File: config.mk
export PLATFORM = sky130hd
export DESIGN_NAME = rv32_ram
export DESIGN_NICKNAME = d
export VERILOG_FILES = /design/src/sv/rv32_ram.sv
export SDC_FILE = /design/constraint.sdc
export NUM_CORES = 1
export LEC_CHECK = 0
export BUFFER_PORTS_ARGS = -buffer_cell sky130_fd_sc_hd__buf_2
export CAP_MARGIN = 20
export CORE_MARGIN = 8
export CORE_UTILIZATION = 60
export CTS_BUF_LIST = sky130_fd_sc_hd__clkbuf_8 sky130_fd_sc_hd__clkbuf_16
export DETAILED_ROUTE_END_ITERATION = 10
export PLACE_DENSITY_LB_ADDON = 0.2
export SYNTH_ARGS = -nofsm -noshare
export SYNTH_HDL_FRONTEND = slang
export SYNTH_SLANG_ARGS = --single-unit
File: constraint.sdc
create_clock -name clk -period 3.1 [get_ports clk]
set_clock_uncertainty 0.2 [all_clocks]
set_input_delay 0.155 -clock clk [delete_from_list [all_inputs] [get_ports clk]]
set_output_delay 0.155 -clock clk [all_outputs]
set_load 0.02 [all_outputs]
File: src/sv/rv32_ram.sv
module rv32_ram #(
  parameter int WIDTH = 32,
  parameter int DEPTH = 32
) (
  input  logic                     clk,
  input  logic                     we,
  input  logic [$clog2(DEPTH)-1:0] waddr,
  input  logic [WIDTH-1:0]         wdata,
  input  logic [$clog2(DEPTH)-1:0] raddr,
  output logic [WIDTH-1:0]         rdata
);

  logic [WIDTH-1:0] mem [DEPTH];

  always_ff @(posedge clk) begin
    if (we) begin
      mem[waddr] <= wdata;
    end
    rdata <= mem[raddr];
  end

endmodule

### Word level (Yosys, flattened, before mapping)

Memories as Yosys holds them, arrays and structs flattened. A register that Yosys moved wholly into a read port is not among the register bits.
Cells that the tools add are included.
W data, S select, Z words.

* register bits after elaboration: 0
* bits in writable memories: 1024
* memories kept: 1

Memory list
* mem: depth 32, width 32, rd ports 1, clocked after Yosys merged registers in 1, write ports 1, RTL line 13 `logic [WIDTH-1:0] mem [DEPTH];`

* multiplexer cells: 2

Operator list (number)
* $mux W1: 2

### Longest topological paths before layout

Gate-level depths: netlist of the first run.

* word-level depth: 2
* depth in mapped cells: 8
* depth with buffers taken out: 5

### Worst setup path after synthesis of the first run

No wires, ideal clock.

* path kind: input port to flip-flop
* start point: in waddr[1]
* end point: mem mem[12][0] (enable)
* cell stages on the path: 3
* data arrival time: 2168 ps
* data required time: 2479 ps
* slack: 311 ps
* library setup time: 421 ps
* cells stage by stage: or3b_2 -> clkbuf_1 -> nor2_1

RTL lines
* from (decl): RTL line 7 `input logic [$clog2(DEPTH)-1:0] waddr,`
* to (decl): RTL line 13

Straight into the memory's write port.

==> results.cfg, run 1 <==
[run_status]
status = finished, final reports clean

[clock_tree]
cts_max_level = 3
cts_setup_buffers = 0
clk_pin_slew_ps = 60
clkSinkCount = 1056
cts-buffers-inserted = 103
clk_latency_ps = 640
cts_tree = built
cts_max_path_buffers = 3
root_buffer = clkbuf_16

[placed_design]
routabilityCongestion = 0.8229
hpwlAfterDp_um = 53030
port_buffers = 75

[yosys]
syn-cell-area_um2 = 40490
yosys_warnings = 0
synth_cell_types = 25
avgSynthCellArea_um2 = 17.91
synth_fp_nets = 2304
yosysTopAreaCell = edfxtp_1
yosysTopAreaCellShare_pct = 75.95
synthTopCellsByArea = edfxtp_1 (76%), mux2i_1 (13%), a22oi_1 (1.8%)
yosys_register_bits = 1056
seq_area_frac_synth_pct = 77.54
synth_top_family_by_area = multiplexers
synth_compound_area_share_pct = 4.846
synthXorXnorAreaFrac_pct = 0
synthMuxAreaShare_pct = 12.66
syn_inst = 2260
synth_adder_area_share_pct = 0
yosys.area_share.simple_pct = 3.100

[global_routing]
antenna_found_initial = 3
grt_pass1_vias = 21350
grt-ovfl-total = 0
grtUsageTotal_pct = 24.55
grt_pass1_wl_um = 137900
grt_max_degree = 62

[final_layout]
drive_above_1_share_pct = 15.48
layout_common_cells = edfxtp_1 (1,024), mux2i_1 (512), clkbuf_16 (107)
final_nets = 2501
syn_to_final_growth_pct = 15.15
postLayoutCoreUtil_pct = 69.54
final_common_cell = edfxtp_1

[sta]
hold_viol = 0
slew_headroom_pct = 34.74
period_share_pct = 86.64
fin_crit_ps = 2686
worst_slew_pin_slew_ps = 978.9
drv_slew = 0
fmax_ghz = 0.3723
setup_viol = 0
setup-tns-final_ps = 0
rsz0062_at_grt = no

[routing]
num_vias = 21330
post-route-drc-count = 0
drt-total-wl_um = 92930
firstDrtPassIters = 5
wl_per_cell_um = 27.17
viasPerCell = 6.238
drtIter0Drc = 2008
drtAntennaViolNets = 0

[critical_path]
startpoint = raddr[0]
crit_type = input pin to flop
cp.arrival_ps = 3000
r2r_slack_ps = 1050
end_kind = flop
crit_path_start_kind = input pin
path_max_fanout = 31
regToRegStartpoint = mem[7][17]
required_ps = 3410
worstRegToRegCells = 6

[power]
ir_drop_mv = 0.4875
power_density_nw_per_um2 = 655.4
p_leak_nw = 16.52
total_power_mw = 30.55

[run]
cap_violations = 0

[die]
io_pins = 76
dieArea_um2 = 76040
rows = 95
core_um2 = 67040
start_util_pct = 60.39
dieHeight_um = 275.8
fp.dieW_um = 275.8

[worst_hold_path]
hold_depth = 4
hp-class = input pin to flop
min_from = we
==> stage by stage <==
stage,cells,worst slack [ps],area (um^2),hold WS [ps]
global placement,3188,732.8,42630,377.9
CTS,3419,490.6,46610,15.28
detailed placement,3188,705.3,42630,373.7
floorplan,2260,310.9,40490,53.87
global route,3420,326.4,46620,45.51
finish,3420,414.2,46620,49.13
==> worst max-delay path, stage by stage <==
cell and delay, ps:
dlygate4sd3_1 560, buf_8 330, buf_4 530, mux2i_1 250, a22oi_1 100, a31oi_1 340, nand3_1 120, dlygate4sd3_1 580
==> sequential cells by signal (all words and copies together) (netlist names) <==
name and count:
rdata 32, mem 1024
==> report_power, final <==
part           switching, mW  internal [mW]  total [mW]
Clock                   5.16           7.82        13.0
Combinational           1.06          0.555        1.61
Sequential            0.0808           15.9        16.0
Total                   6.30           24.3        30.6
==> layer usage <==
layer | global-route usage, % | share of wire (%) | vias to the layer above
met5 | 0 | 0 | -
met4 | 7.846 | 2.6 | 0
met3 | 3.638 | 7.3 | 147
met2 | 40.40 | 49 | 879
met1 | 33.96 | 41 | 10930
li1 | - | - | 9382
==> synthesized netlist by cell type <==
master,number
buf_4,33
mux2i_1,512
or2_2,1
nand2b_1,2
edfxtp_1,1024
buf_1,5
buf_6,15
nand2_1,98
clkbuf_1,46
nand3_1,98
dfxtp_1,32
nor2b_1,1
a21oi_1,96
nand3b_1,5
or3b_2,3
clkbuf_4,2
a31oi_1,32
and2_1,1
nor2_1,34
and2b_1,1
or3_1,1
buf_2,26
a22o_1,64
nor3_1,32
a22oi_1,96
==> cells by family (layout without fill, tap and decap cells) <==
family	Yosys count	in the layout
and+or+nand+nor	277	277
other	0	1
DFF	1056	1056
buffers and inverters	127	413
AOI/OAI and AO/OA	288	288
muxes	512	512
==> area by class of cell <==
cell class                      instances  area [um^2]
Antenna cell                            1        2.502
Clock buffer                          117         2815
Fill cell                            4241        20420
Clock inverter                         77        798.3
Multi-Input combinational cell       1077         8610
Tap cell                              873         1092
Timing Repair Buffer                  219         1909
Sequential cell                      1056        31390
==> final timing paths <==
path                      to
hold / removal    mem[14][7]
setup reg to reg   rdata[17]
setup / recovery   rdata[17]
hold reg to reg    rdata[30]
==> repair_timing <==
item,in CTS,in global routing
endpoints found under the hold margin,1033,0
resized for setup,0,0
hold buffers,37,0
(Power assumes the default switching activity.)
==> inputs of run 2 (changes only) <==
Clock period 3.1 ns to 2.7 ns, I/O delays scaled along.
==> run 2 against run 1 <==
  * Count of clock-buffer cells in the layout is 6 lower
  * Power up 13%
  * Via count rose by 0.59%
  * Critical path depth is 1 higher
  * Cell count hardly changed
  * First-iteration DRC count is 15% higher
  * Worst hold slack improved by 5.3 ps
  * Largest power group unchanged
  * Sequential share of layout area shrank 0.070 points
  * Critical path type unchanged
  * Critical endpoint is now rdata[2]
  * Clock power up 10%
==> results.cfg, run 2 (same netlist as run 1, synthesis figures left out) <==
[run_status]
status = finished, final reports clean

[critical_path]
r2r-end = rdata[2]
path_max_fanout = 32
required_ps = 3020
crit_type = input pin to flop
crit_path_start_kind = input pin
cp.arrival_ps = 2970
r2r_slack_ps = 580
worstRegToRegCells = 6
end_kind = flop
regToRegStartpoint = mem[0][2]

[final_layout]
syn_to_final_growth_pct = 15.27
regMostFlops = mem
final_nets = 2505
final_common_cell = edfxtp_1
top_regs = mem: 1024 flops, rdata: 32 flops
fillCellCount = 4261
drive_above_1_share_pct = 14.71
register_area_um2 = 31390
layout_common_cells = edfxtp_1 (1,024), mux2i_1 (512), clkbuf_16 (107)
largest_reg_flops = 1024
multi_input_area_um2 = 8610
postLayoutCoreUtil_pct = 69.61

[die]
start_util_pct = 60.39
core_um2 = 67040
dieArea_um2 = 76040
fp.dieW_um = 275.8
dieHeight_um = 275.8
rows = 95
io_pins = 76

[routing]
firstDrtPassIters = 5
drtIter0Drc = 2306
drt-total-wl_um = 96420
wl_per_cell_um = 28.22
viasPerCell = 6.280
post-route-drc-count = 0
num_vias = 21460
drtAntennaViolNets = 0

[placed_design]
port_buffers = 75
post-place-ws_ps = 515.4
hpwlAfterDp_um = 51990
routabilityCongestion = 0.7894

[power]
total_power_mw = 34.51
p_leak_nw = 16.55
power_density_nw_per_um2 = 739.4
ir_drop_mv = 0.5291

[global_routing]
grt_max_degree = 50
grtUsageMet1_pct = 35.04
grt.busiest_layer = met2
met3_usage_pct = 3.776
grt_pass1_vias = 21720
grt_pass1_wl_um = 141100
antenna_found_initial = 1
grtUsageTotal_pct = 25.43
grt-ovfl-total = 0
globalRouteMet2Util_pct = 42.03

[clock_tree]
clk_pin_slew_ps = 60
cts-buffers-inserted = 104
clkSinkCount = 1056
clk_latency_ps = 640
cts_tree = built
cts_max_level = 3
cts_setup_buffers = 0
root_buffer = clkbuf_16
cts_max_path_buffers = 3

[worst_hold_path]
hold_depth = 6
worstHoldEndpoint = rdata[24]
min_from = raddr[1]
hp-class = input pin to flop

[sta]
fmax_ghz = 0.3780
worst_slack_ps = 54.36
setup_viol = 0
slew_headroom_pct = 54.73
fin_crit_ps = 2646
period_share_pct = 97.99
drv_slew = 0
rsz0062_at_grt = no
worst_slew_pin_slew_ps = 679.0
hold_viol = 0

[run]
cap_violations = 0
## run 2: worst max-delay path by stage
stage / cells past startpoint / slack, ps / end / from
finish: 9 / 50 / rdata[2] / raddr[0]
global route: 9 / 70 / rdata[2] / raddr[0]
CTS: 9 / 80 / rdata[2] / raddr[0]
detailed placement: 8 / 520 / rdata[0] / raddr[2]
global placement: 4 / 540 / mem[12][21] / waddr[1]
floorplan: 3 / -70 / mem[12][0] / waddr[1]
## run 2: worst max-delay path, cell delays in order
cell and delay, ps:
dlygate4sd3_1 570, buf_12 310, buf_12 290, buf_4 340, mux2i_1 310, a22oi_1 130
nand3_1 120, nand3_1 90, dlygate4sd3_1 600
## run 2: layer usage
layer	wire length (um)	part of all wire [%]	up-vias
met5	0	0	-
met4	2758	2.9	0
met3	7486	7.8	157
met2	46910	49	987
met1	39260	41	10940
li1	-	-	9376
## run 2: timing repair
action / CTS / global route
gates resized for setup: 0 / 1
setup endpoints to repair: 0 / 1
hold endpoints to repair: 1036 / 0
hold buffers: 39 / 0
## run 2: layout make-up
cell class | count | area share, %
Timing Repair Buffer | 222 | 4.617
Sequential cell | 1056 | 67.27
Clock inverter | 77 | 1.467
Antenna cell | 1 | 0.005362
Multi-Input combinational cell | 1077 | 18.45
Clock buffer | 111 | 5.856
Tap cell | 873 | 2.341
## run 2: stage by stage
step                setup TNS [ps]  instances  hold slack, ps  cell area, um^2
floorplan                   -16750       2260           33.87            40490
global placement                 0       3189           355.0            42850
detailed placement               0       3189           352.6            42850
CTS                              0       3416           4.633            46660
global route                     0       3417           48.01            46670
finish                           0       3417           54.45            46670
## run 2: where the power goes
group | switching, mW | total, mW | internal, mW
Combinational | 1.22 | 1.87 | 0.653
Sequential | 0.0854 | 18.3 | 18.2
Clock | 5.84 | 14.3 | 8.48
Total | 7.14 | 34.5 | 27.4
